### config.mk
export PLATFORM = sky130hd
export DESIGN_NAME = pipas_accum
export DESIGN_NICKNAME = d
export VERILOG_FILES = /design/src/design/pipas_pkg.sv /design/src/design/pipas_accum.sv
export SDC_FILE = /design/constraint.sdc
export NUM_CORES = 1
export LEC_CHECK = 0
export BUFFER_PORTS_ARGS = -buffer_cell sky130_fd_sc_hd__buf_2
export CAP_MARGIN = 30
export CORE_UTILIZATION = 66
export CTS_BUF_LIST = sky130_fd_sc_hd__clkbuf_4 sky130_fd_sc_hd__clkbuf_8
export CTS_CLUSTER_SIZE = 14
export DETAILED_ROUTE_END_ITERATION = 16
export PLACE_DENSITY = 0.89
export RECOVER_POWER = 25
export SLEW_MARGIN = 10
export SYNTH_ARGS = -nofsm -noshare
export SYNTH_HDL_FRONTEND = slang
export SYNTH_SLANG_ARGS = --single-unit
### constraint.sdc
create_clock -name clock -period 11 [get_ports clock]
set_input_delay 1.1 -clock clock [delete_from_list [all_inputs] [get_ports clock]]
set_output_delay 1.1 -clock clock [all_outputs]
set_load 0.02 [all_outputs]
### src/design/pipas_pkg.sv
// Shared constants, arctangent table and stage types for the angle-sum polygon test.
`default_nettype none

package pipas_pkg;

   localparam int CORDIC_W     = 62;
   localparam int CORDIC_STEPS = 31;
   localparam int DIR_W        = 32;
   localparam int SCALE_TOP    = 58;
   localparam int TOTAL_W      = 24;

   localparam logic [TOTAL_W-1:0] TOTAL_MAX       = '1;
   localparam logic [TOTAL_W-1:0] THRESHOLD_RESET = 24'd64881;
   localparam logic [DIR_W-1:0]   HALF_TURN       = 32'h8000_0000;

   // Arctangent of 2^-i as an unsigned fraction of a full turn.
   localparam logic [DIR_W-1:0] ATAN_TURN [CORDIC_STEPS] = '{
      32'h20000000, 32'h12E4051E, 32'h09FB385B, 32'h051111D4,
      32'h028B0D43, 32'h0145D7E1, 32'h00A2F61E, 32'h00517C55,
      32'h0028BE53, 32'h00145F2F, 32'h000A2F98, 32'h000517CC,
      32'h00028BE6, 32'h000145F3, 32'h0000A2FA, 32'h0000517D,
      32'h000028BE, 32'h0000145F, 32'h00000A30, 32'h00000518,
      32'h0000028C, 32'h00000146, 32'h000000A3, 32'h00000051,
      32'h00000029, 32'h00000014, 32'h0000000A, 32'h00000005,
      32'h00000003, 32'h00000001, 32'h00000001
   };

   typedef struct packed {
      logic vld;
      logic zero;
      logic first;
      logic last;
   } tag_type;

   typedef struct packed {
      tag_type                tag;
      logic [CORDIC_W-1:0]    x;
      logic [CORDIC_W-1:0]    y;
      logic [DIR_W-1:0]       z;
   } cordic_type;

endpackage

`default_nettype wire

### src/design/pipas_accum.sv
// Turns vector directions into folded pair angles and keeps the saturating angle sum.
`default_nettype none

module pipas_accum #(
   parameter int ANGLE_BITS = 16,
   parameter int SUM_WIDTH  = 24
) (
   input  logic                   clock,
   input  logic                   reset,
   input  pipas_pkg::cordic_type  dir_in,
   input  logic                   res_take,
   output logic                   item_done,
   output logic                   res_vld,
   output logic [SUM_WIDTH-1:0]   res_sum
);
   import pipas_pkg::*;

   localparam int ACC_W = ((SUM_WIDTH > ANGLE_BITS) ? SUM_WIDTH : ANGLE_BITS) + 2;
   localparam logic [SUM_WIDTH-1:0] SUM_MAX = '1;

   logic [DIR_W-1:0]      prior_dir_ff;
   logic                  prior_zero_ff;
   logic [DIR_W-1:0]      first_dir_ff;
   logic                  first_zero_ff;
   logic                  a1_vld_ff;
   logic                  a1_first_ff;
   logic                  a1_last_ff;
   logic [DIR_W-1:0]      fold_a_ff;
   logic [DIR_W-1:0]      fold_b_ff;
   logic [DIR_W-1:0]      fold_a_in;
   logic [DIR_W-1:0]      fold_b_in;
   logic                  a2_vld_ff;
   logic                  a2_first_ff;
   logic                  a2_last_ff;
   logic [ANGLE_BITS-1:0] ang_a_ff;
   logic [ANGLE_BITS-1:0] ang_b_ff;
   logic [SUM_WIDTH-1:0]  sum_ff;
   logic [SUM_WIDTH-1:0]  sum_in;
   logic [SUM_WIDTH-1:0]  base;
   logic [ACC_W-1:0]      acc;
   logic                  res_vld_ff;
   logic [SUM_WIDTH-1:0]  res_sum_ff;
   logic [DIR_W-1:0]      close_dir;
   logic                  close_zero;

   // The smaller of the two ways around the circle between two directions.
   function automatic logic [DIR_W-1:0] fold_turn(input logic [DIR_W-1:0] from_dir,
                                                  input logic [DIR_W-1:0] to_dir);
      logic [DIR_W-1:0] fwd;
      logic [DIR_W-1:0] bwd;
      fwd = to_dir - from_dir;
      bwd = from_dir - to_dir;
      return (fwd < bwd) ? fwd : bwd;
   endfunction

   // Rounds half up from 32 bits of a turn to ANGLE_BITS bits of a turn.
   function automatic logic [ANGLE_BITS-1:0] round_angle(input logic [DIR_W-1:0] turn);
      logic [DIR_W:0] biased;
      biased = {1'b0, turn} + ((DIR_W+1)'(1) << (DIR_W - 1 - ANGLE_BITS));
      return biased[DIR_W-ANGLE_BITS +: ANGLE_BITS];
   endfunction

   always_comb begin
      close_dir  = dir_in.tag.first ? dir_in.z : first_dir_ff;
      close_zero = dir_in.tag.first ? dir_in.tag.zero : first_zero_ff;
      if (dir_in.tag.first || prior_zero_ff || dir_in.tag.zero) begin
         fold_a_in = '0;
      end else begin
         fold_a_in = fold_turn(prior_dir_ff, dir_in.z);
      end
      if (!dir_in.tag.last || dir_in.tag.zero || close_zero) begin
         fold_b_in = '0;
      end else begin
         fold_b_in = fold_turn(dir_in.z, close_dir);
      end
   end

   always_comb begin
      base   = a2_first_ff ? '0 : sum_ff;
      acc    = ACC_W'(base) + ACC_W'(ang_a_ff) + ACC_W'(ang_b_ff);
      sum_in = (acc > ACC_W'(SUM_MAX)) ? SUM_MAX : acc[SUM_WIDTH-1:0];
   end

   always_ff @(posedge clock) begin
      if (reset) begin
         a1_vld_ff  <= 1'b0;
         a2_vld_ff  <= 1'b0;
         res_vld_ff <= 1'b0;
      end else begin
         a1_vld_ff <= dir_in.tag.vld;
         a2_vld_ff <= a1_vld_ff;
         if (a2_vld_ff && a2_last_ff) begin
            res_vld_ff <= 1'b1;
         end else if (res_take) begin
            res_vld_ff <= 1'b0;
         end
      end
   end

   always_ff @(posedge clock) begin
      a1_first_ff <= dir_in.tag.first;
      a1_last_ff  <= dir_in.tag.last;
      fold_a_ff   <= fold_a_in;
      fold_b_ff   <= fold_b_in;
      a2_first_ff <= a1_first_ff;
      a2_last_ff  <= a1_last_ff;
      ang_a_ff    <= round_angle(fold_a_ff);
      ang_b_ff    <= round_angle(fold_b_ff);
      if (dir_in.tag.vld) begin
         prior_dir_ff  <= dir_in.z;
         prior_zero_ff <= dir_in.tag.zero;
         if (dir_in.tag.first) begin
            first_dir_ff  <= dir_in.z;
            first_zero_ff <= dir_in.tag.zero;
         end
      end
      if (a2_vld_ff) begin
         sum_ff <= sum_in;
         if (a2_last_ff) begin
            res_sum_ff <= sum_in;
         end
      end
   end

   assign item_done = a2_vld_ff && !a2_last_ff;
   assign res_vld   = res_vld_ff;
   assign res_sum   = res_sum_ff;

endmodule

`default_nettype wire

==> impl_metrics.toml, run 1 <==
[clock_network]
clk-insertion-delay-late_ns = 0.50
cts_root_buf = "clkbuf_8"
cts.sinks = 187
cts_hold_buffers = 0
htreeDepth = 4
cts_tree = "yes"
cts-buffers-inserted = 17
cts_resized = 0
clkSlewWorstSetupHoldPaths_ns = 0.12
cts_setup_buffers = 0
cts_buffer_depth = 2

[finish]
final_cell_mix = "ha_1 (199), a21oi_1 (138), inv_1 (127), edfxtp_1 (114), xnor2_1 (103)"
final_nets = 2125
drive_gt1_share_pct = 5.53
seqCellArea_um2 = 4880
final_cell_area_um2 = 16700
final_common_cell = "ha_1"
nFillCells = 1780
syn_to_final_growth_pct = 6.03
multi_input_area_um2 = 10200

[sta]
min_period_over_period_pct = 78.4
fmax_ghz = 0.116
final-setup-viol-count = 0
finalHoldViolations = 0
finalCriticalPeriod_ns = 8.63
worst_slack_ns = 2.37
tightestPinTransition_ns = 2.90
fin_worst_skew_ns = 0.0266
maxSlewViolCount = 43
rsz0062_at_grt = "false"
slew_headroom_pct = -93.0
tns_ns = 0

[setup_path]
cp_cell_sequence = "buf_2 > clkbuf_1 > mux2i_1 > ha_1 > or4b_1 > a211oi_1 > o211ai_1 > o2111a_1 > nand3b_1 > a2111oi_0 > nor3_1 > xnor2_1 > ha_1 > a21o_1 > a21oi_1 > nor3b_1 > a21oi_1 > buf_4 > or4_1 > o211ai_1"
path_class = "input pin to flip-flop"
endpoint_kind = "flip-flop"
critPathMaxStageDelay_ns = 2.02
critical_path.slowest_cell = "clkbuf_1"
cp.arrival_ns = 9.02
cp-start-kind = "input pin"
worstPathRequired_ns = 11.39
path_max_fanout = 42

[global_routing]
grt_max_degree = 68
overflow = 0
grt_pass1_wl_mm = 64.3
grtUsageTotal_pct = 33.7
first_global_vias = 12400
antenna_found_initial = 4

[power]
seqPwrFrac_pct = 33.8
power_density_nw_per_um2 = 155
cellLeakagePower_nw = 7.50
swShare_pct = 42.1
share_comb_of_total_power_pct = 46.8
clkPwrFrac_pct = 19.4
p_int_mw = 1.50
ir_drop_mv = 0.0906
switching_power_mw = 1.09
power_mw = 2.60

[detailed_routing]
dr.pass1.iters = 6
drc = 0
wl_per_cell_um = 19.6
avgViaCountPerCell = 6.36
vias = 13200
antenna_left = 0
drt_iter0_markers = 1456
drt-total-wl_mm = 40.8

[placed_design]
dp_hpwl_mm = 31.6
portBuffers = 64
dpl_cell_area_um2 = 16300
place.gp.congestion = 0.949
place_ws_ns = 3.89

[floorplan]
io_pins = 189
die_w_um = 157
die_area_um2 = 24500
initial_core_util_pct = 67.2
rows = 56
die_height_um = 157
core_area_um2 = 23500

[synth]
synth_area_per_cell_um2 = 9.19
synth-edff-count = 114
yosys.cell_types.count = 74
ys_warn_count = 0
syn_area_um2 = 15800
ys_ff_latch = 187
async_reset_ff_share_pct = 0
yosysSeqAreaShare_pct = 31.0
syn_inst = 1717
syn_nets = 2100
synth_flop_cell = "edfxtp_1"

[run]
cap_violations = 1

[hold_path]
holdCritPathClass = "flip-flop to flip-flop"

[run_status]
outcome = "finished, violations left"
failed_checks = "capacitance limit, slew limit"
-- power by group through the flow --
| stage | Combinational (mW) | Sequential (mW) | Clock [mW] |
|---|---|---|---|
| floorplan | 0.880 | 0.888 | 0 |
| global placement | 1.13 | 0.889 | 0 |
| detailed placement | 1.17 | 0.894 | 0 |
| CTS | 1.18 | 0.879 | 0.508 |
| global route | 1.34 | 0.886 | 0.533 |
| finish | 1.21 | 0.879 | 0.505 |
-- kinds of logic after synthesis --
| kind of cell | Yosys count | synth area share [%] |
|---|---|---|
| AOI/OAI and AO/OA | 486 | 20.3 |
| xor gates and xnor gates | 167 | 9.27 |
| adders and majority gates | 220 | 18.4 |
| buffers and inverters | 194 | 4.66 |
| DFF | 187 | 31.0 |
| muxes | 45 | 2.89 |
| and+or+nand+nor | 418 | 13.5 |
-- per-stage QoR --
stage	hold slack (ns)	utilization [%]	std cells
floorplan	0.310	-	1717
global placement	0.312	69.3	2038
detailed placement	0.323	69.5	2040
CTS	0.350	71.4	2072
global route	0.360	71.3	2078
finish	0.348	71.3	2079
-- area by class of cell --
class	count	share of cell area, %
timing repair buffer	73	2.08
antenna	5	0.0748
sequential	187	29.2
clock inverter	15	1.30
inverter	127	2.85
multi-input combinational	1336	60.7
tap	319	2.39
clock buffer	17	1.40
-- registers in the layout, indices dropped and copies added (netlist names) --
| register | cells |
|---|---|
| a2_vld_ff | 1 |
| sum_ff | 24 |
| fold_b_ff | 17 |
| res_vld | 1 |
| prior_zero_ff | 1 |
| prior_dir_ff | 32 |
| a1_last_ff | 1 |
| res_sum | 24 |
| ang_b_ff | 16 |
| a2_last_ff | 1 |
| first_zero_ff | 1 |
| a2_first_ff | 1 |
| fold_a_ff | 17 |
| first_dir_ff | 32 |
| ang_a_ff | 16 |
| a1_vld_ff | 1 |
| a1_first_ff | 1 |
-- path summary, 6_finish.rpt --
check / from / end / slack (ns) / depth (start not counted)
setup / recovery: dir_in[157] / fold_b_ff[29] / 2.37 / 20
hold / removal: a1_first_ff / a2_first_ff / 0.35 / 0
setup reg to reg: prior_dir_ff[1] / fold_a_ff[27] / 5.09 / 20
hold reg to reg: a1_first_ff / a2_first_ff / 0.35 / 0
-- worst max-delay path: cells and delay by family --
family | cells | cell delay (ns)
buffers and inverters | 3 | 2.36
AOI/OAI and AO/OA | 8 | 2.14
and+or+nand+nor | 5 | 1.87
adders and majority gates | 2 | 0.70
muxes | 1 | 0.54
xor gates and xnor gates | 1 | 0.24
-- layer usage --
layer	up-vias	GRT usage, %	wire length (um)
li1	6253	-	-
met1	6276	46.5	17800
met2	607	54.1	18700
met3	83	4.43	3150
met4	0	12.4	1030
met5	-	0	0
-- cell usage after synthesis (all sizes together) (7+ instances only) --
cell type	count	area, um2
a211o	12	106
a211oi	28	215
a21o	81	609
a21oi	139	699
a221o	7	72.6
a31oi	22	138
and2	15	96.3
and3	20	125
and4	7	61.3
buf	11	48.8
clkbuf	56	210
dfxtp	73	1460
edfxtp	114	3420
fa	21	420
ha	199	2490
inv	127	477
mux2i	40	400
nand2	100	375
nand2b	20	125
nand3	35	175
nand4	28	175
nor2	88	330
nor2b	37	231
nor3	27	135
nor3b	8	60.1
o211ai	14	110
o21a	22	165
o21ai	81	405
o21bai	21	169
o31ai	11	82.6
or2	7	43.8
xnor2	103	902
xor2	64	561
No activity file was read; power rests on OpenSTA's default activity.
==> inputs of run 2 (changes only) <==
- CORE_UTILIZATION: 66 -> 62
- PLACE_DENSITY: 0.89 -> 0.84
- clock period: 11 -> 8.21 ns (I/O delays scaled with it)
==> impl_metrics.toml, run 2 (synthesis gave the netlist of run 1 again) <==
[floorplan]
rows = 58
io_pins = 189
die_area_um2 = 26100
initial_core_util_pct = 63.0
die_w_um = 162
die_height_um = 162
core_area_um2 = 25000

[detailed_routing]
drc = 0
avgViaCountPerCell = 6.25
vias = 13100
wl_per_cell_um = 19.2
antenna_left = 0
drt_iter0_markers = 1296
drt-total-wl_mm = 40.1
dr.pass1.iters = 6

[placed_design]
dp_cells = 2052
portBuffers = 64
place.gp.congestion = 0.919
dp_hpwl_mm = 31.4

[clock_network]
cts_root_buf = "clkbuf_8"
clkSlewWorstSetupHoldPaths_ns = 0.13
cts_hold_buffers = 0
cts_resized = 0
cts.sinks = 187
clk-insertion-delay-late_ns = 0.50
cts_tree = "yes"
htreeDepth = 4
cts_buffer_depth = 2
cts-buffers-inserted = 17
cts_setup_buffers = 0

[power]
ir_drop_mv = 0.127
power_density_nw_per_um2 = 209
cellLeakagePower_nw = 7.52

[run]
cap_violations = 0

[setup_path]
worstPathRequired_ns = 8.62
path_buf_inv = 3
cp.arrival_ns = 7.23
timing.reg2reg.setup_slack_ns = 2.24
r2r_start = "prior_dir_ff[1]"
critical_path.slowest_cell = "nor3b_1"
rr_endpoint = "fold_a_ff[27]"
critPathMaxStageDelay_ns = 0.59
cp_top_family = "compound AO/OA/AOI/OAI gates"
path_max_fanout = 23
endpoint_kind = "flip-flop"
worst-r2r-cell-count = 20
crit_top_cell = "mux2i_1"
path_class = "input pin to flip-flop"
cp-start-kind = "input pin"
cp_cell_sequence = "buf_2 > buf_4 > mux2i_1 > inv_1 > ha_1 > a21oi_1 > o21ai_1 > a31oi_1 > nor2_1 > a41oi_1 > o21ai_1 > a311oi_1 > xnor2_1 > ha_1 > a21o_1 > a21oi_1 > nor3b_1 > a21o_1 > mux2i_1 > mux2i_1"

[run_status]
outcome = "finished, final reports clean"

[finish]
top_regs = "first_dir_ff x32, prior_dir_ff x32"
instances_no_fill = 2091
final_nets = 2126
final_common_cell = "ha_1"
final_cell_mix = "ha_1 (199), a21oi_1 (138), inv_1 (127), edfxtp_1 (114), xnor2_1 (103)"
syn_to_final_growth_pct = 6.23
drive_gt1_share_pct = 5.64

[hold_path]
holdPathEnd = "a2_last_ff"
holdCritPathClass = "flip-flop to flip-flop"
min_from = "a1_last_ff"
hold_depth = 0

[sta]
fmax_ghz = 0.147
slew_headroom_pct = 27.4
finalCriticalPeriod_ns = 6.82
fin_worst_skew_ns = 0.0291
tightestPinTransition_ns = 1.09
maxSlewViolCount = 0
tns_ns = 0
final-setup-viol-count = 0
finalHoldViolations = 0
rsz0062_at_grt = "false"
min_period_over_period_pct = 83.0
hold_slack_ns = 0.357

[global_routing]
grt_max_degree = 68
grtUsageTotal_pct = 31.0
grt_pass1_wl_mm = 64.1
antenna_found_initial = 4
overflow = 0
first_global_vias = 12600
[run 2: worst reg2reg max path, cell delays in order, from the launching register on]
cell and delay (ns):
edfxtp_1 0.42, inv_1 0.09, fa_1 0.43, a21o_2 0.24
a221oi_1 0.68, o21ai_1 0.23, a221o_1 0.41, a21oi_1 0.50
o21bai_1 0.14, xor2_1 0.18, ha_1 0.23, a21o_1 0.16
a21o_1 0.17, a211oi_1 0.23, o21ai_0 0.15, a221oi_1 0.34
o21ai_0 0.14, buf_4 0.23, nor2_1 0.60, nand4_1 0.21
o211ai_1 0.14
[run 2: layout make-up]
type | count | area (um2)
tap | 330 | 413
sequential | 187 | 4880
clock inverter | 15 | 224
antenna | 5 | 12.5
fill | 2045 | 8280
clock buffer | 17 | 234
timing repair buffer | 74 | 359
multi-input combinational | 1336 | 10200
inverter | 127 | 477
[run 2: how the worst max path moves through the flow]
stage,depth (start not counted),slack (ns),to,from
2_1_floorplan,25,2.19,fold_b_ff[25],dir_in[157]
3_3_place_gp,20,1.24,fold_b_ff[24],dir_in[157]
3_5_place_dp,20,1.04,fold_b_ff[24],dir_in[157]
4_1_cts,20,1.53,fold_b_ff[24],dir_in[157]
5_1_grt,20,1.07,fold_b_ff[24],dir_in[157]
6_report,20,1.39,fold_b_ff[24],dir_in[157]
[run 2: layer usage]
| layer | vias up | GRT usage [%] | wire, um |
|---|---|---|---|
| met2 | 499 | 50.1 | 18500 |
| met4 | 0 | 13.0 | 1320 |
| met3 | 99 | 4.39 | 2260 |
| met1 | 6218 | 41.4 | 18000 |
| li1 | 6253 | - | - |
| met5 | - | 0 | 0 |
[run 2: stage by stage]
stage          instance area (um2)  setup slack (ns)  total power, mW  util, %
3_3_place_gp                 16300              1.24             2.71     65.1
5_1_grt                      16800              1.07             3.72     66.9
3_5_place_dp                 16300              1.04             2.76     65.3
4_1_cts                      16800              1.53             3.47     67.1
2_1_floorplan                15800              2.19             2.37        -
6_report                     16800              1.39             3.50     66.9
[run 2: power by group]
group	switching, mW	total (mW)	internal, mW
logic	0.976	1.62	0.642
registers	0.0560	1.18	1.12
clock network	0.446	0.703	0.258
