`config.mk`:
```
export PLATFORM = sky130hd
export DESIGN_NAME = pipas_cell
export DESIGN_NICKNAME = d
export VERILOG_FILES = /design/src/design/pipas_pkg.sv /design/src/design/pipas_cell.sv
export SDC_FILE = /design/constraint.sdc
export NUM_CORES = 1
export LEC_CHECK = 0
export BUFFER_PORTS_ARGS = -buffer_cell sky130_fd_sc_hd__buf_2
export CORE_ASPECT_RATIO = 2
export CORE_MARGIN = 5
export CORE_UTILIZATION = 40
export CTS_CLUSTER_DIAMETER = 120
export DETAILED_ROUTE_END_ITERATION = 8
export PLACE_DENSITY = 0.72
export SLEW_MARGIN = 0
export SYNTH_ARGS = -nofsm -noshare
export SYNTH_HDL_FRONTEND = slang
export SYNTH_SLANG_ARGS = --single-unit
export TNS_END_PERCENT = 20
```
`constraint.sdc`:
```
create_clock -name clock -period 4.3 [get_ports clock]
set_input_delay 0.215 -clock clock [delete_from_list [all_inputs] [get_ports clock]]
set_output_delay 0.215 -clock clock [all_outputs]
set_load 0.05 [all_outputs]
```
`src/design/pipas_pkg.sv`:
```
// Shared constants, arctangent table and stage types for the angle-sum polygon test.
`default_nettype none

package pipas_pkg;

   localparam int CORDIC_W     = 62;
   localparam int CORDIC_STEPS = 31;
   localparam int DIR_W        = 32;
   localparam int SCALE_TOP    = 58;
   localparam int TOTAL_W      = 24;

   localparam logic [TOTAL_W-1:0] TOTAL_MAX       = '1;
   localparam logic [TOTAL_W-1:0] THRESHOLD_RESET = 24'd64881;
   localparam logic [DIR_W-1:0]   HALF_TURN       = 32'h8000_0000;

   // Arctangent of 2^-i as an unsigned fraction of a full turn.
   localparam logic [DIR_W-1:0] ATAN_TURN [CORDIC_STEPS] = '{
      32'h20000000, 32'h12E4051E, 32'h09FB385B, 32'h051111D4,
      32'h028B0D43, 32'h0145D7E1, 32'h00A2F61E, 32'h00517C55,
      32'h0028BE53, 32'h00145F2F, 32'h000A2F98, 32'h000517CC,
      32'h00028BE6, 32'h000145F3, 32'h0000A2FA, 32'h0000517D,
      32'h000028BE, 32'h0000145F, 32'h00000A30, 32'h00000518,
      32'h0000028C, 32'h00000146, 32'h000000A3, 32'h00000051,
      32'h00000029, 32'h00000014, 32'h0000000A, 32'h00000005,
      32'h00000003, 32'h00000001, 32'h00000001
   };

   typedef struct packed {
      logic vld;
      logic zero;
      logic first;
      logic last;
   } tag_type;

   typedef struct packed {
      tag_type                tag;
      logic [CORDIC_W-1:0]    x;
      logic [CORDIC_W-1:0]    y;
      logic [DIR_W-1:0]       z;
   } cordic_type;

endpackage

`default_nettype wire

```
`src/design/pipas_cell.sv`:
```
// One vectoring CORDIC cell that rotates the vector by a fixed step and passes it on.
`default_nettype none

module pipas_cell #(
   parameter int STEP = 0
) (
   input  logic                   clock,
   input  logic                   reset,
   input  pipas_pkg::cordic_type  cell_in,
   output pipas_pkg::cordic_type  cell_out
);
   import pipas_pkg::*;

   cordic_type                 stage_ff;
   cordic_type                 stage_in;
   logic signed [CORDIC_W-1:0] x_cur;
   logic signed [CORDIC_W-1:0] y_cur;
   logic signed [CORDIC_W-1:0] x_sh;
   logic signed [CORDIC_W-1:0] y_sh;

   always_comb begin
      x_cur    = $signed(cell_in.x);
      y_cur    = $signed(cell_in.y);
      x_sh     = x_cur >>> STEP;
      y_sh     = y_cur >>> STEP;
      stage_in = cell_in;
      if (y_cur > 0) begin
         stage_in.x = x_cur + y_sh;
         stage_in.y = y_cur - x_sh;
         stage_in.z = cell_in.z + ATAN_TURN[STEP];
      end else begin
         stage_in.x = x_cur - y_sh;
         stage_in.y = y_cur + x_sh;
         stage_in.z = cell_in.z - ATAN_TURN[STEP];
      end
   end

   always_ff @(posedge clock) begin
      if (reset) begin
         stage_ff.tag.vld <= 1'b0;
      end else begin
         stage_ff <= stage_in;
      end
   end

   assign cell_out = stage_ff;

endmodule

`default_nettype wire

```
==> qor.csv, run 1 <==
stage;metric;value;unit
clock_tree;clock buffer depth;2;
worst_setup_path;type of origin of the critical path;input port;
layout;number of fillers in the final layout;4168;
synth;mean instance size in the synthesized netlist;8.33;um2
sta;Hold Slack;0.0896;ns
clock_tree;CTS Buf Count;17;
power_and_ir_drop;worst voltage drop across the vdd grid;260;uV
global_route;first-pass GRT wire length;116;mm
clock_tree;postcts setup bufs;0;
floorplanning;area inside the core boundary;41600;um2
route;via-per-instance ratio;6.06;
power_and_ir_drop;pwr/cell area;350;nW/um2
global_route;met3 track demand over resource;4.38;%
synth;Post-Synthesis Cell Area;16800;um2
layout;fin nets;2767;
hold_path;min-delay worst type;in2reg;
sta;Max Fclk;270;MHz
worst_setup_path;Crit path required time;4.59;ns
placement;number of I/O port buffers;321;
clock_tree;clock tree from TritonCTS;done;
clock_tree;H-tree lvl count;4;
sta;final worst setup slack;0.599;ns
sta;number of endpoints with negative hold slack in the final report;0;
clock_tree;number of sinks on the clock net;159;
sta;setup TNS;0;ns
global_route;most used routing layer;met2;
layout;area used by multi-input combinational logic;10900;um2
clock_tree;CTS Root Buffer Type;sky130_fd_sc_hd__clkbuf_16;
floorplanning;die span in x;155;um
route;routed length per instance;27.5;um
route;Detailed Routing Iterations Pass 1;6;
global_route;largest net degree at the start of global routing;84;
synth;number of flip-flops and latches in the synthesized netlist;159;
placement;cell area after placement;19500;um2
worst_setup_path;critical-path maximum fanout;13;
worst_setup_path;worst-path cell chain;buf_2 -> inv_1 -> ha_1 -> and2_1 -> a221o_1 -> o21bai_1 -> a21oi_1 -> a21o_1 -> a211oi_1 -> o21ai_0 -> o211ai_1 -> o221ai_1 -> a311oi_2;
layout;flip-flop and latch area;4760;um2
synth;ys async rst share;0;%
worst_setup_path;master of the slowest instance on the critical path;sky130_fd_sc_hd__a211oi_1;
synth;share of Yosys cell area claimed by the top area cell type;28.3;%
route;count of routing violations after the opening detailed-route iteration;1340;
worst_setup_path;critical path data arrival time;3.99;ns
global_route;met1 capacity usage during global routing;30.3;%
worst_setup_path;buffers and inverters on the worst path;2;
route;Final ANT Viol Nets;0;
worst_setup_path;category of cells accounting for the largest share of critical-path delay;compound AO/OA/AOI/OAI gates;
power_and_ir_drop;leakage power;8.97;nW
placement;hpwl dp;67.0;mm
worst_setup_path;origin of the worst setup path;cell_in[38];
global_route;grt ovf;0;
layout;post-route design area;20500;um2
synth;count of flip-flops with a built-in enable after synthesis;158;
hold_path;depth of the worst hold-timing path;2;
layout;Core Util, Final;49.1;%
sta;slew at the pin closest to its max-slew limit;1.09;ns
sta;post-route clock period utilization;86.1;%
placement;placer's final routability congestion estimate;1.06;
sta;Rel. slew slack;26.4;%
synth;most area-consuming cells after synthesis;sky130_fd_sc_hd__edfxtp_1 (28%), sky130_fd_sc_hd__ha_1 (15%), sky130_fd_sc_hd__a21oi_1 (7.8%), sky130_fd_sc_hd__xnor2_1 (6.1%), sky130_fd_sc_hd__inv_1 (4.1%);
layout;Area Growth Syn to Fin;21.9;%
placement;worst setup slack before clock tree synthesis;0.272;ns
floorplanning;area enclosed by the die boundary;46400;um2
clock_tree;number of instances resized during post-cts repair;0;
global_route;number of global-route vias before repair;18445;
clock_tree;hold_buf cts;35;
worst_setup_path;Worst setup endpoint;cell_out[154]$_DFFE_PN_;
global_route;GRT met2 Usage;62.6;%
floorplanning;Die Y;300;um
route;detailed-route DRC error count;0;
worst_setup_path;critical path capture point type;flop;
layout;Largest register FFs;159;
layout;layout cell share with drive strength beyond 1;20.4;%
synth;most instantiated flip-flop cell in the synthesis netlist;sky130_fd_sc_hd__edfxtp_1;
sta;unrepaired setup endpoints after global routing;no;
sta;max-slew violation count;0;
route;total wire length;81.3;mm
synth;Yosys warning count;0;
status;result of the run;complete, no violations;
sta;number of failing setup endpoints in the final timing report;0;
worst_setup_path;instance count on the critical path;13;
global_route;global-route usage over all layers;33.8;%
floorplanning;starting density of the core;40.3;%
sta;final critical delay including setup and external delays;3.70;ns
synth;Distinct cells, synth;87;
route;via count;17938;
worst_setup_path;biggest cell delay along the critical path;0.71;ns
synth;cell type contributing the most total cell area after synthesis;sky130_fd_sc_hd__edfxtp_1;
global_route;initial antenna violation count;3;
synth;Syn Inst Count;2014;
run;max_cap viols;0;
clock_tree;Clk pin slew, worst setup/hold paths;0.07;ns
floorplanning;ports placed on the boundary;322;
synth;post-synthesis sequential area ratio;28.4;%
floorplanning;number of rows in the core area;106;
worst_setup_path;type of the setup path with the least slack;in2reg;
synth;synthesized netlist net count;2379;
synthesized netlist by cell type (4+ instances only):
cell / count
sky130_fd_sc_hd__a2111oi_0: 6
sky130_fd_sc_hd__a211o_1: 5
sky130_fd_sc_hd__a211oi_1: 17
sky130_fd_sc_hd__a21boi_0: 4
sky130_fd_sc_hd__a21o_1: 41
sky130_fd_sc_hd__a21oi_1: 263
sky130_fd_sc_hd__a221oi_1: 10
sky130_fd_sc_hd__a311o_1: 4
sky130_fd_sc_hd__a311oi_1: 6
sky130_fd_sc_hd__a31oi_1: 10
sky130_fd_sc_hd__and2_1: 15
sky130_fd_sc_hd__and3_1: 10
sky130_fd_sc_hd__buf_1: 16
sky130_fd_sc_hd__buf_2: 25
sky130_fd_sc_hd__clkbuf_1: 45
sky130_fd_sc_hd__clkinv_1: 5
sky130_fd_sc_hd__edfxtp_1: 158
sky130_fd_sc_hd__fa_1: 4
sky130_fd_sc_hd__ha_1: 199
sky130_fd_sc_hd__inv_1: 184
sky130_fd_sc_hd__mux2i_1: 25
sky130_fd_sc_hd__nand2_1: 124
sky130_fd_sc_hd__nand2b_1: 12
sky130_fd_sc_hd__nand3_1: 38
sky130_fd_sc_hd__nand4_1: 37
sky130_fd_sc_hd__nor2_1: 144
sky130_fd_sc_hd__nor2b_1: 19
sky130_fd_sc_hd__nor3_1: 43
sky130_fd_sc_hd__nor4_1: 42
sky130_fd_sc_hd__nor4b_1: 4
sky130_fd_sc_hd__o2111ai_1: 4
sky130_fd_sc_hd__o211ai_1: 33
sky130_fd_sc_hd__o21a_1: 21
sky130_fd_sc_hd__o21ai_0: 113
sky130_fd_sc_hd__o21ai_1: 15
sky130_fd_sc_hd__o21bai_1: 64
sky130_fd_sc_hd__o221ai_1: 6
sky130_fd_sc_hd__o22ai_1: 11
sky130_fd_sc_hd__o31a_1: 7
sky130_fd_sc_hd__o31ai_1: 22
sky130_fd_sc_hd__o41ai_1: 4
sky130_fd_sc_hd__or2_2: 7
sky130_fd_sc_hd__or3_1: 5
sky130_fd_sc_hd__xnor2_1: 116
sky130_fd_sc_hd__xor2_1: 5
metrics by stage:
| stage | power (W) | cells |
|---|---|---|
| after floorplan | 0.00435 | 2014 |
| after global placement | 0.00550 | 2888 |
| after detailed placement | 0.00551 | 2888 |
| after CTS | 0.00712 | 2955 |
| after global routing | 0.00740 | 2958 |
| final | 0.00717 | 2958 |
worst min-delay path by stage:
stage	to	startpoint	slack, ns
floorplan	cell_out[159]$_SDFF_PP0_	reset	0.29
global placement	cell_out[19]$_DFFE_PN_	cell_in[19]	0.39
detailed placement	cell_out[6]$_DFFE_PN_	cell_in[6]	0.39
CTS	cell_out[30]$_DFFE_PN_	cell_in[30]	0.08
global route	cell_out[30]$_DFFE_PN_	cell_in[30]	0.12
finish	cell_out[30]$_DFFE_PN_	cell_in[30]	0.09
where the power goes:
part	switching (W)	leakage [nW]	internal [W]	total, W
clock	0.000776	0.274	0.000814	0.00159
sequential	0.0000886	1.55	0.00203	0.00211
combinational	0.00248	7.14	0.000984	0.00346
total	0.00334	8.97	0.00382	0.00717
cell type report:
type                    instances  share of cell area [%]
multi-input cells            1573                    53.3
flip-flops and latches        159                    23.3
repair buffers                459                    13.7
inverters                     192                    3.55
well taps                     540                    3.30
clock buffers                  17                    2.08
clock inverters                15                   0.740
diodes                          3                  0.0367
kinds of logic after synthesis:
group / count (synthesis) / synth area share [%]
AOI/OAI and AO/OA: 702 / 26.6
buffers and inverters: 282 / 6.61
muxes: 25 / 1.49
DFF: 159 / 28.4
adders and majority gates: 203 / 15.3
xor gates and xnor gates: 121 / 6.32
and+or+nand+nor: 522 / 15.2
cell usage in the layout (no fill, tap or decap), drive strengths merged, types with 37 or more instances in the layout:
cell type / synthesis / routed
a21o: 41 / 41
a21oi: 265 / 265
buf: 45 / 424
edfxtp: 158 / 158
ha: 199 / 199
inv: 187 / 192
nand2: 125 / 125
nand3: 39 / 39
nand4: 37 / 37
nor2: 145 / 145
nor3: 43 / 43
nor4: 44 / 44
o21ai: 128 / 128
o21bai: 64 / 64
xnor2: 116 / 116
routing by layer:
layer  wire, um  share of wire [%]
met1      24700                 30
met2      42800                 53
met3       4070                5.0
met4       9650                 12
met5          0                  0
No activity file was read; power rests on OpenSTA's default activity.
==> run 2, diff against run 1 <==
ABC_CLOCK_PERIOD_IN_PS = 4300   (was not set)
CTS_BUF_LIST = sky130_fd_sc_hd__clkbuf_8   (was not set)
==> qor.csv, run 2 (synthesis gave the netlist of run 1 again) <==
stage;metric;value;unit
power_and_ir_drop;net switching component of the power;0.00329;W
sta;number of failing setup endpoints in the final timing report;0;
power_and_ir_drop;internal power;0.00348;W
route;total wire length;81.3;mm
global_route;largest net degree at the start of global routing;84;
floorplanning;ports placed on the boundary;322;
layout;Largest register FFs;159;
sta;max-slew violation count;0;
layout;most common cell after layout, fill and taps aside;sky130_fd_sc_hd__buf_2;
route;detailed-route DRC error count;0;
floorplanning;number of rows in the core area;106;
power_and_ir_drop;worst voltage drop across the vdd grid;188;uV
worst_setup_path;type of the setup path with the least slack;in2reg;
power_and_ir_drop;relative contribution of the clock network to total power;17.7;%
floorplanning;area enclosed by the die boundary;46400;um2
hold_path;min-delay worst type;in2reg;
worst_setup_path;critical path data arrival time;4.00;ns
global_route;first-pass GRT wire length;116;mm
global_route;grt ovf;0;
route;Detailed Routing Iterations Pass 1;8;
global_route;number of global-route vias before repair;18471;
floorplanning;area inside the core boundary;41600;um2
sta;post-route clock period utilization;85.0;%
power_and_ir_drop;leakage power;8.88;nW
layout;commonest non-fill, non-tap cells in the layout;sky130_fd_sc_hd__buf_2 (321), sky130_fd_sc_hd__a21oi_1 (263), sky130_fd_sc_hd__ha_1 (199);
layout;Area Growth Syn to Fin;20.8;%
hold_path;origin of the worst min-delay path;cell_in[30];
run;max_cap viols;0;
worst_setup_path;critical-path maximum fanout;13;
placement;placer's final routability congestion estimate;1.06;
clock_tree;H-tree lvl count;4;
sta;setup TNS;0;ns
sta;number of endpoints with negative hold slack in the final report;0;
route;via-per-instance ratio;6.06;
hold_path;depth of the worst hold-timing path;2;
sta;final critical delay including setup and external delays;3.66;ns
global_route;global-route usage over all layers;33.7;%
floorplanning;die span in x;155;um
sta;slew at the pin closest to its max-slew limit;1.10;ns
placement;hpwl dp;67.0;mm
hold_path;worst hold path endpoint;cell_out[30]$_DFFE_PN_;
worst_setup_path;type of origin of the critical path;input port;
layout;fin nets;2767;
sta;Max Fclk;274;MHz
clock_tree;clock tree from TritonCTS;done;
clock_tree;number of sinks on the clock net;159;
worst_setup_path;Crit path required time;4.64;ns
layout;layout cell share with drive strength beyond 1;20.4;%
route;routed length per instance;27.5;um
route;Final ANT Viol Nets;0;
power_and_ir_drop;switching part of the total;48.6;%
floorplanning;starting density of the core;40.3;%
power_and_ir_drop;share of total power in sequential cells;31.1;%
clock_tree;Clk pin slew, worst setup/hold paths;0.10;ns
placement;number of I/O port buffers;321;
clock_tree;CTS Root Buffer Type;sky130_fd_sc_hd__clkbuf_8;
sta;Rel. slew slack;26.0;%
clock_tree;CTS Buf Count;17;
placement;number of instances in the placed design;2888;
route;count of routing violations after the opening detailed-route iteration;1408;
floorplanning;Die Y;300;um
global_route;initial antenna violation count;4;
layout;number of cells in the finished layout apart from fillers;2960;
worst_setup_path;critical path capture point type;flop;
route;via count;17924;
power_and_ir_drop;pwr/cell area;334;nW/um2
clock_tree;clock buffer depth;2;
power_and_ir_drop;Logic pwr share;51.1;%
status;result of the run;complete, no violations;
sta;unrepaired setup endpoints after global routing;no;
-- run 2: cell types whose count changed in the layout (fill, tap and decap cells not counted), sizes merged --
cell	change
diode	+2
-- run 2: per-stage QoR --
step	area, um2	hold slack, ns	setup slack (ns)	power (W)	util [%]
final	20300	0.0313	0.645	0.00677	48.7
after global routing	20300	0.0478	0.332	0.00700	48.7
after CTS	20300	0.00790	0.821	0.00673	48.6
after floorplan	16800	0.287	0.527	0.00435	-
after detailed placement	19500	0.394	0.272	0.00551	46.9
after global placement	19500	0.392	0.207	0.00550	46.9
-- run 2: cell type report --
cell class	count	area (um2)
inverters	192	727
repair buffers	459	2790
multi-input cells	1573	10900
flip-flops and latches	159	4760
well taps	540	676
fillers	4192	21400
diodes	5	12.5
clock inverters	15	151
clock buffers	17	234
-- run 2: critical path, stage by stage --
cell and delay (ns):
sky130_fd_sc_hd__buf_2 0.12, sky130_fd_sc_hd__inv_1 0.05, sky130_fd_sc_hd__ha_1 0.50, sky130_fd_sc_hd__and2_1 0.30
sky130_fd_sc_hd__a221o_1 0.33, sky130_fd_sc_hd__o21bai_1 0.25, sky130_fd_sc_hd__a21oi_1 0.28, sky130_fd_sc_hd__a21o_1 0.32
sky130_fd_sc_hd__a211oi_1 0.73, sky130_fd_sc_hd__o21ai_0 0.31, sky130_fd_sc_hd__o211ai_1 0.16, sky130_fd_sc_hd__o221ai_1 0.15
sky130_fd_sc_hd__a311oi_2 0.26
-- run 2: worst max-delay path by stage --
| stage | from | end |
|---|---|---|
| global placement | cell_in[45] | cell_out[87]$_DFFE_PN_ |
| floorplan | reset | cell_out[0]$_DFFE_PN_ |
| global route | cell_in[41] | cell_out[86]$_DFFE_PN_ |
| CTS | cell_in[45] | cell_out[87]$_DFFE_PN_ |
| detailed placement | cell_in[45] | cell_out[87]$_DFFE_PN_ |
| finish | cell_in[38] | cell_out[154]$_DFFE_PN_ |
-- run 2: routing by layer --
layer | global-route usage [%] | share of wire [%]
met1 | 30.5 | 31
met2 | 62.7 | 53
met3 | 3.84 | 4.9
met4 | 32.7 | 12
met5 | 0 | 0
-- run 2: power groups by stage --
stage / registers [W] / clock network [W] / logic (W)
floorplan: 0.00296 / 0 / 0.00139
global placement: 0.00214 / 0 / 0.00336
detailed placement: 0.00214 / 0 / 0.00336
CTS: 0.00211 / 0.00121 / 0.00340
global route: 0.00213 / 0.00127 / 0.00361
finish: 0.00211 / 0.00120 / 0.00346
-- run 2: timing repair --
item	CTS	global route
hold buffers	35	0
resized for setup	0	0
setup buffers	0	0
endpoints found under the hold margin	34	0
==> run 3, diff against run 2 <==
CORE_ASPECT_RATIO = 0.8   (was 2)
HOLD_SLACK_MARGIN = 0.05   (was not set)
==> qor.csv, run 3 (synthesis gave the netlist of run 1 again) <==
stage;metric;value;unit
layout;Area Growth Syn to Fin;18.8;%
power_and_ir_drop;leakage power;8.65;nW
clock_tree;H-tree lvl count;4;
worst_setup_path;Crit path required time;4.59;ns
floorplanning;die span in x;239;um
route;Final ANT Viol Nets;0;
sta;Rel. slew slack;27.5;%
clock_tree;CTS Buf Count;17;
power_and_ir_drop;share of total power in sequential cells;31.2;%
sta;slew at the pin closest to its max-slew limit;1.08;ns
worst_setup_path;type of the setup path with the least slack;in2reg;
sta;Hold Slack;0.0916;ns
floorplanning;starting density of the core;40.3;%
sta;post-route clock period utilization;95.0;%
global_route;largest net degree at the start of global routing;108;
worst_setup_path;type of origin of the critical path;input port;
sta;unrepaired setup endpoints after global routing;no;
clock_tree;hold_buf cts;36;
layout;fin nets;2713;
global_route;grt ovf;0;
clock_tree;clock buffer depth;2;
sta;setup TNS;0;ns
power_and_ir_drop;worst voltage drop across the vdd grid;266;uV
layout;Largest register FFs;159;
floorplanning;number of rows in the core area;67;
power_and_ir_drop;switching part of the total;46.7;%
power_and_ir_drop;pwr/cell area;340;nW/um2
layout;Core Util, Final;47.9;%
global_route;global-route usage over all layers;28.9;%
clock_tree;clock tree from TritonCTS;done;
worst_setup_path;Worst setup endpoint;cell_out[80]$_DFFE_PN_;
status;result of the run;complete, no violations;
floorplanning;Die Y;193;um
placement;number of I/O port buffers;321;
layout;post-route design area;19900;um2
placement;hpwl dp;56.4;mm
clock_tree;Clk pin slew, worst setup/hold paths;0.10;ns
layout;number of fillers in the final layout;4109;
layout;most common cell after layout, fill and taps aside;sky130_fd_sc_hd__buf_2;
worst_setup_path;critical-path maximum fanout;19;
route;Detailed Routing Iterations Pass 1;8;
sta;Max Fclk;245;MHz
global_route;number of global-route vias before repair;16317;
power_and_ir_drop;internal power;0.00362;W
worst_setup_path;critical path capture point type;flop;
sta;number of failing setup endpoints in the final timing report;0;
power_and_ir_drop;relative contribution of the clock network to total power;20.4;%
layout;layout cell share with drive strength beyond 1;18.6;%
route;routed length per instance;24.0;um
route;via-per-instance ratio;6.06;
placement;cell area after placement;19100;um2
clock_tree;number of sinks on the clock net;159;
route;total wire length;70.0;mm
worst_setup_path;origin of the worst setup path;cell_in[59];
power_and_ir_drop;net switching component of the power;0.00317;W
power_and_ir_drop;Logic pwr share;48.3;%
clock_tree;CTS Root Buffer Type;sky130_fd_sc_hd__clkbuf_8;
route;detailed-route DRC error count;0;
floorplanning;area inside the core boundary;41700;um2
sta;max-slew violation count;0;
sta;final critical delay including setup and external delays;4.09;ns
global_route;initial antenna violation count;5;
power_and_ir_drop;Tot Pwr;0.00679;W
hold_path;min-delay worst type;in2reg;
worst_setup_path;critical path data arrival time;4.37;ns
route;via count;17669;
floorplanning;area enclosed by the die boundary;46200;um2
floorplanning;ports placed on the boundary;322;
run;max_cap viols;0;
layout;commonest non-fill, non-tap cells in the layout;sky130_fd_sc_hd__buf_2 (321), sky130_fd_sc_hd__a21oi_1 (263), sky130_fd_sc_hd__ha_1 (199);
sta;number of endpoints with negative hold slack in the final report;0;
global_route;first-pass GRT wire length;102;mm
clock_tree;number of instances resized during post-cts repair;0;
route;count of routing violations after the opening detailed-route iteration;2353;
clock_tree;postcts setup bufs;0;
placement;placer's final routability congestion estimate;1.01;
[run 3: changes by cell type in the layout (fill, tap and decap cells not counted)]
cell / change
sky130_fd_sc_hd__buf_4: -53
sky130_fd_sc_hd__bufinv_16: +3
sky130_fd_sc_hd__clkinv_4: -3
sky130_fd_sc_hd__diode_2: -3
sky130_fd_sc_hd__buf_12: -2
sky130_fd_sc_hd__clkinv_8: +2
sky130_fd_sc_hd__clkbuf_8: +1
sky130_fd_sc_hd__clkinv_1: -1
sky130_fd_sc_hd__clkinvlp_4: -1
sky130_fd_sc_hd__dlygate4sd3_1: +1
sky130_fd_sc_hd__inv_8: -1
[run 3: metal layers]
layer	global-route usage (%)	vias to the layer above	routed length, um
met5	0	-	40
met4	6.25	6	1420
met3	6.63	102	7750
met2	42.6	1074	29400
met1	43.1	8489	31400
li1	-	7998	-
[run 3: area by class of cell]
type | count | area, um2 | share of cell area [%]
tap | 552 | 691 | 3.46
inverter | 192 | 727 | 3.65
antenna | 2 | 5.00 | 0.0251
timing repair buffer | 405 | 2360 | 11.9
clock inverter | 14 | 225 | 1.13
clock buffer | 18 | 248 | 1.24
multi-input combinational | 1573 | 10900 | 54.7
sequential | 159 | 4760 | 23.9
[run 3: worst min path at each step]
stage / start / endpoint / slack (ns) / cells after the start
after floorplan: reset / cell_out[159]$_SDFF_PP0_ / 0.29 / 1
after global placement: cell_in[17] / cell_out[17]$_DFFE_PN_ / 0.39 / 1
after detailed placement: cell_in[13] / cell_out[13]$_DFFE_PN_ / 0.39 / 1
after CTS: cell_in[31] / cell_out[31]$_DFFE_PN_ / 0.08 / 3
after global routing: cell_in[31] / cell_out[31]$_DFFE_PN_ / 0.07 / 3
final: cell_in[31] / cell_out[31]$_DFFE_PN_ / 0.09 / 3
[run 3: metrics by stage]
step	cells	setup slack (ns)
final	2915	0.214
after global routing	2913	0.185
after CTS	2913	0.514
after detailed placement	2845	-0.0469
after global placement	2845	-0.0804
after floorplan	2014	0.527
[run 3: power by group through the flow]
stage / logic, W / registers, W / clock network (W)
2_1_floorplan: 0.00139 / 0.00296 / 0
3_3_place_gp: 0.00318 / 0.00215 / 0
3_5_place_dp: 0.00318 / 0.00215 / 0
4_1_cts: 0.00322 / 0.00212 / 0.00141
5_1_grt: 0.00345 / 0.00214 / 0.00148
6_report: 0.00328 / 0.00212 / 0.00139
[run 3: worst max-delay path, cell delays in order]
cell and delay, ns:
sky130_fd_sc_hd__buf_2 0.15, sky130_fd_sc_hd__inv_1 0.06, sky130_fd_sc_hd__ha_1 0.71, sky130_fd_sc_hd__nor2_1 0.24, sky130_fd_sc_hd__o21ai_0 0.12, sky130_fd_sc_hd__or3b_1 0.47
sky130_fd_sc_hd__nor4b_1 0.77, sky130_fd_sc_hd__o211ai_1 0.39, sky130_fd_sc_hd__nand2_1 0.27, sky130_fd_sc_hd__o21ai_1 0.17, sky130_fd_sc_hd__a311oi_1 0.43, sky130_fd_sc_hd__o21ai_0 0.20
sky130_fd_sc_hd__xnor2_1 0.17
